==> config.mk <==
export PLATFORM = sky130hd
export DESIGN_NAME = ompm_ctrl
export DESIGN_NICKNAME = d
export VERILOG_FILES = /design/src/ompm_pkg.sv /design/src/ompm_ctrl.sv
export SDC_FILE = /design/constraint.sdc
export NUM_CORES = 1
export LEC_CHECK = 0
export CAP_MARGIN = 5
export CORE_AREA = 2 2 39 41
export CTS_CLUSTER_SIZE = 40
export DETAILED_ROUTE_END_ITERATION = 10
export DIE_AREA = 0 0 41 43
export DONT_BUFFER_PORTS = 1
export GPL_TIMING_DRIVEN = 0
export PLACE_DENSITY = 0.53
export SYNTH_ARGS = -nofsm -noshare
export SYNTH_HDL_FRONTEND = slang
export SYNTH_SLANG_ARGS = --single-unit
==> constraint.sdc <==
create_clock -name clk -period 2.01 [get_ports clk]
set_input_delay 0.402 -clock clk [delete_from_list [all_inputs] [get_ports clk]]
set_output_delay 0.402 -clock clk [all_outputs]
set_load 0.02 [all_outputs]
==> src/ompm_pkg.sv <==
// Shared types, constants and helpers for the ordered multi-string prefix matcher.
// No dependencies; every other file of the block imports this package, except ompm_ram.
`default_nettype none
package ompm_pkg;

	// Table geometry: positions x byte values
	localparam int TABLE_DEPTH = 16;
	localparam int NPAT        = 32;
	localparam int POS_W       = (TABLE_DEPTH > 1) ? $clog2(TABLE_DEPTH) : 1;
	localparam int ADDR_W      = POS_W + 8;
	localparam int MEM_DEPTH   = TABLE_DEPTH * 256;
	localparam int CNT_W       = $clog2(TABLE_DEPTH + 1);
	localparam int PIDX_W      = 5;
	localparam int LEN_W       = 5;

	// Item function codes
	localparam logic [1:0] FUNC_CLEAR = 2'd0;
	localparam logic [1:0] FUNC_ADD   = 2'd1;
	localparam logic [1:0] FUNC_MATCH = 2'd2;

	// Result status codes
	localparam logic [1:0] ST_NOMATCH = 2'd0;
	localparam logic [1:0] ST_SHORT   = 2'd1;
	localparam logic [1:0] ST_MATCH   = 2'd2;

	typedef struct packed {
		logic [1:0]        func;
		logic [7:0]        char_code;
		logic [PIDX_W-1:0] pattern_index;
		logic [3:0]        char_position;
		logic              ends_pattern;
		logic              ends_subject;
	} item_t;

	typedef struct packed {
		logic [1:0]        status;
		logic [PIDX_W-1:0] matched_pattern;
		logic [LEN_W-1:0]  match_length;
	} result_t;

	// Controller to datapath commands
	typedef struct packed {
		logic load;
		logic clr_wr;
		logic match_rd;
		logic match_eval;
		logic add_rd;
		logic add_wr;
		logic add_wr2;
	} cmd_t;

	// Datapath to controller status
	typedef struct packed {
		logic clr_last;
		logic fold_other;
		logic pos_ok;
	} sts_t;

	// Encode a one-hot (or zero) pattern vector into its index
	function automatic logic [PIDX_W-1:0] onehot_idx(input logic [NPAT-1:0] oh);
		logic [PIDX_W-1:0] idx;
		idx = '0;
		for (int i = 0; i < NPAT; i++) begin
			if (oh[i]) begin
				idx = idx | PIDX_W'(i);
			end
		end
		return idx;
	endfunction

endpackage
`default_nettype wire

==> src/ompm_ctrl.sv <==
// Controller state machine of the prefix matcher: sequences clear sweeps,
// read-modify-write adds and match steps. Depends on ompm_pkg.
`default_nettype none
module ompm_ctrl
	import ompm_pkg::*;
(
	input  wire logic  clk,
	input  wire logic  arst_n,
	input  wire logic  start,
	input  wire item_t item,
	input  wire sts_t  sts,
	output logic       busy,
	output cmd_t       cmd
);

	typedef enum logic [6:0] {
		S_IDLE  = 7'b0000001,
		S_CLEAR = 7'b0000010,
		S_MRD   = 7'b0000100,
		S_MEVAL = 7'b0001000,
		S_ARD   = 7'b0010000,
		S_AWR   = 7'b0100000,
		S_AWR2  = 7'b1000000
	} state_t;

	state_t state_q, state_d;
	logic   load;

	assign busy = (state_q != S_IDLE);
	assign load = start && !busy;

	// Next state
	always_comb begin
		state_d = state_q;
		case (state_q)
			S_IDLE: begin
				if (load) begin
					case (item.func)
						FUNC_CLEAR: state_d = S_CLEAR;
						FUNC_ADD:   state_d = sts.pos_ok ? S_ARD : S_IDLE;
						FUNC_MATCH: state_d = S_MRD;
						default:    state_d = S_IDLE;
					endcase
				end
			end
			S_CLEAR: begin
				if (sts.clr_last) begin
					state_d = S_IDLE;
				end
			end
			S_MRD:   state_d = S_MEVAL;
			S_MEVAL: state_d = S_IDLE;
			S_ARD:   state_d = S_AWR;
			S_AWR:   state_d = sts.fold_other ? S_AWR2 : S_IDLE;
			S_AWR2:  state_d = S_IDLE;
			default: state_d = S_IDLE;
		endcase
	end

	// Sweep the tables clear out of reset
	always_ff @(posedge clk or negedge arst_n) begin
		if (!arst_n) begin
			state_q <= S_CLEAR;
		end else begin
			state_q <= state_d;
		end
	end

	// Decode commands
	always_comb begin
		cmd            = '0;
		cmd.load       = load;
		cmd.clr_wr     = (state_q == S_CLEAR);
		cmd.match_rd   = (state_q == S_MRD);
		cmd.match_eval = (state_q == S_MEVAL);
		cmd.add_rd     = (state_q == S_ARD);
		cmd.add_wr     = (state_q == S_AWR);
		cmd.add_wr2    = (state_q == S_AWR2);
	end

endmodule
`default_nettype wire

======== Word-level counts from Yosys, hierarchy flattened ========
Cells that the tools add are included.
cells by class
  equal/unequal tests ..................... 12
  muxes and demuxes ....................... 6
  reduce and logical (&&, ||, !) cells .... 4
operators by type and width
  operator                                               count
  one-hot mux 7 bit (5 select lines)                     1
  2-to-1 mux 7 bit                                       3
  one-hot mux 5 bit (3 select lines)                     1
  equality test 7 x 1 -> 1 bit, second input constant    1
  equality test 7 x 2 -> 1 bit, second input constant    1
  equality test 7 x 3 -> 1 bit, second input constant    1
  equality test 7 x 4 -> 1 bit, second input constant    1
  equality test 7 x 5 -> 1 bit, second input constant    1
  equality test 7 x 6 -> 1 bit, second input constant    1
  equality test 7 bit, second input constant             1
  inequality test 7 x 1 -> 1 bit, second input constant  1
  2-to-1 mux 5 bit                                       1
  inequality test 2 bit, second input constant           2
  equality test 2 x 1 -> 1 bit, second input constant    1
  equality test 2 bit, second input constant             1
  logical NOT 2 bit                                      1
  AND reduction 2 bit                                    1
  logical AND 1 bit                                      1
  logical NOT 1 bit                                      1
word-level totals
  flip-flop bits (word level) ............. 7

======== Longest topological paths before layout ========
  word-level depth ........................ 5
  mapped depth ............................ 5
  gate-level depth less buffers ........... 4

======== Worst setup path before layout ========
Ideal clock, no wire load.
  path type ............................... register to output
  from .................................... register state_q[0]
  to ...................................... output cmd[1] (netlist name)
  arrival ................................. 1330 ps
  required time ........................... 1608 ps
  setup slack ............................. 278 ps
  stages on the path, launching flop included .. 4
  path through ............................ dfrtp_1 > nor2_1 > nand2_1 > nor3b_1
RTL lines
  item                      line             text
  start: declaration        ompm_ctrl.sv:26  state_t state_q, state_d;
  start signal: assignment  ompm_ctrl.sv:65  state_q <= state_d;
  end: declaration          ompm_ctrl.sv:13  output cmd_t cmd

======== Worst setup path in the final report ========
  from .................................... register state_q[5]
  to ...................................... output cmd[6] (netlist name)
between the ends
  cells in the longest elaborated chain, start to end .. 3
RTL lines
  item                            line             text
  inequality test 7 x 1 -> 1 bit  ompm_ctrl.sv:29  assign busy = (state_q != S_IDLE);
  logical NOT 1 bit               ompm_ctrl.sv:30  assign load = start && !busy;
  logical AND 1 bit               ompm_ctrl.sv:30
No other way between the ends.

==> impl_metrics.json <==
{
  "grt_pass1_vias": 381,
  "hold_path_class": "in -> reg",
  "syn_inst": 41,
  "antenna_cells": 0,
  "largest_register": "state_q",
  "fin_setup_tns_ps": 0,
  "first_pass_iters": 2,
  "finalSetupViolations": 0,
  "dieArea_um2": 1760,
  "r2r_start": "state_q[5]$_DFFE_PN0P_",
  "antenna_found_initial": 0,
  "die_x_um": 41,
  "drtIter0Drc": 4,
  "setup.worst_path.start": "state_q[5]$_DFFE_PN0P_",
  "routedWlPerCell_um": 12.7,
  "r2r-end": "state_q[1]$_DFFE_PN1P_",
  "top_layer_used": "met4",
  "crit_required_ps": 1610,
  "largest_reg_flops": 7,
  "clk-insertion-delay-late_ps": 240,
  "finClkSkew_ps": 4.53,
  "synth_seq_cells": 7,
  "cp_slowest_cell": "or3_4",
  "whs_ps": 207,
  "via_count": 356,
  "cts_sinks": 7,
  "viasPerCell": 5.39,
  "drt-total-wl_um": 835,
  "fin_crit_sh_pct": 97.6,
  "ant_nets": 0,
  "initial_core_util_pct": 31.8,
  "path_cells": "or3_4 -> nor3_4 -> nand4b_4 -> inv_2 -> buf_6",
  "wl_met2_um": 417,
  "crit_path_end": "cmd[6]",
  "crit_buf_inv": 2,
  "rows": 14,
  "areaGrowthSynthToFinish_pct": 26.4,
  "r2r_slack_ps": 430,
  "yosysSeqAreaShare_pct": 40.1,
  "drc": 0,
  "rsz0062_at_grt": "true",
  "power_density_nw_per_um2": 957,
  "period_needed_ps": 1960,
  "syn_avg_cell_area_um2": 10.7,
  "io_pins": 35,
  "start_kind": "flop",
  "cts_buffer_depth": 2,
  "met3_length_um": 57,
  "cts_tree": "yes",
  "rr_worst_depth": 5,
  "status": "completed",
  "cp_max_fo": 4,
  "port_buffers": 0,
  "worstPathArrival_ps": 1560,
  "core_um2": 1380,
  "syn_area_um2": 440,
  "h-tree-depth": 1,
  "path_depth": 5,
  "layout.nets": 78,
  "top_regs": "state_q x7",
  "fmaxAchievable_ghz": 0.510,
  "grt.total_usage_pct": 13.0,
  "dp_hpwl_um": 615,
  "maxSlewViolCount": 0,
  "slew_headroom_pct": 78.6,
  "worst_slew_pin_slew_ps": 320,
  "endpoint_kind": "primary output",
  "critical_path.max_stage_delay_ps": 410,
  "grt_pass1_wl_mm": 1.54,
  "critPathTopFamily": "simple AND/OR/NAND/NOR gates",
  "worstSetupPathType": "reg -> out",
  "root_buffer": "clkbuf_4",
  "cts_buffers": 3,
  "yosysWarnings": 0,
  "max-cap-violations": 0,
  "drive_above_1_share_pct": 42.0,
  "clk_pin_slew_ps": 50,
  "grt_start_max_net_pins": 9,
  "p_leak_nw": 0.243,
  "die_h_um": 43,
  "place_ws_ps": 134,
  "hold_viol": 0,
  "synth_nets": 68,
  "yosysUniqueCellTypes": 24,
  "setup_ws_ps": 47.6,
  "ir_drop_mv": 0.366,
  "gp_congestion": 0.709,
  "overflow": 0,
  "wl_met1_um": 351
}
through the flow:
stage	instance area [um2]	power (mW)	util (%)	cells
4_1_cts	523	0.522	37.8	65
6_report	557	0.533	40.2	66
5_1_grt	557	0.577	40.2	66
3_3_place_gp	460	0.367	33.3	57
3_5_place_dp	460	0.367	33.3	57
2_1_floorplan	440	0.342	-	41
timing repair:
item,CTS,global route
pin swaps,3,3
endpoints found under the setup margin,4,5
resized for setup,2,6
endpoints found under the hold margin,7,0
hold buffers,1,0
setup buffers,3,1
synth_stat cells:
master	number	share of area, %
a21boi_0	1	1.7
a31oi_1	1	1.4
and2_1	1	1.4
and3b_2	2	4.5
and4b_1	1	2.3
and4bb_2	1	2.8
buf_4	1	1.7
dfrtp_1	6	34
dfstp_2	1	6.0
inv_1	3	2.6
nand2_1	2	1.7
nand2b_1	1	1.4
nand3b_1	1	1.7
nand4b_1	2	4.0
nand4b_4	1	5.4
nor2_1	3	2.6
nor3_1	4	4.5
nor3_4	1	3.7
nor3b_1	3	5.1
o21ai_0	1	1.1
o221ai_1	1	2.0
o32ai_2	1	3.7
or3_4	1	2.6
xor2_1	1	2.0
final cells by class:
| cell class | instances | area [um2] |
|---|---|---|
| Fill cell | 146 | 827 |
| Multi-Input combinational cell | 30 | 270 |
| Sequential cell | 7 | 178 |
| Timing Repair Buffer | 5 | 40.0 |
| Clock buffer | 4 | 26.3 |
| Tap cell | 16 | 20.0 |
| Buffer | 1 | 11.3 |
| Inverter | 3 | 11.3 |
cells in the final DEF (no fill, tap or decap), types with 2 or more instances in the layout:
cell type / synthesis / routed
nand2_1: 2 / 2
inv_1: 3 / 2
nor3_1: 4 / 4
clkbuf_4: 0 / 3
and3b_2: 2 / 2
buf_4: 1 / 4
nor3b_4: 0 / 2
nand4b_1: 2 / 2
nor2_1: 3 / 2
dfrtp_1: 6 / 5
worst register-to-register path: stages, from the launching register on:
cell      delay, ps
dfrtp_1         400
or3_4           410
nor3_4          210
nand4b_4        130
buf_4           160
o32ai_2         180
worst min-delay path by stage:
stage            from                      to  slack (ps)  cells after the start
3_3_place_gp   arst_n  state_q[5]$_DFFE_PN0P_         110                      0
6_report       sts[2]  state_q[1]$_DFFE_PN1P_         210                      1
4_1_cts        sts[2]  state_q[1]$_DFFE_PN1P_         200                      1
3_5_place_dp   arst_n  state_q[5]$_DFFE_PN0P_         110                      0
5_1_grt        sts[2]  state_q[1]$_DFFE_PN1P_         190                      1
2_1_floorplan  arst_n  state_q[0]$_DFFE_PN0P_         110                      0
routing by layer:
metal | up-vias | GRT usage, %
li1 | 170 | -
met1 | 175 | 16.9
met2 | 9 | 17.8
met3 | 2 | 4.19
met4 | 0 | 8.00
met5 | - | 0
power breakdown:
group / internal [mW] / leakage, nW / total, mW / switching [mW]
clock network: 0.0754 / 0.0150 / 0.122 / 0.0466
registers: 0.161 / 0.0890 / 0.195 / 0.0346
logic: 0.0980 / 0.139 / 0.216 / 0.118
total: 0.334 / 0.243 / 0.533 / 0.199
kinds of logic after synthesis:
| family | synth area share, % |
|---|---|
| compound gates | 9.94 |
| xor+xnor | 1.99 |
| buf+inv | 4.26 |
| flops | 40.1 |
| simple gates | 43.8 |
No activity file was read; power rests on OpenSTA's default activity.
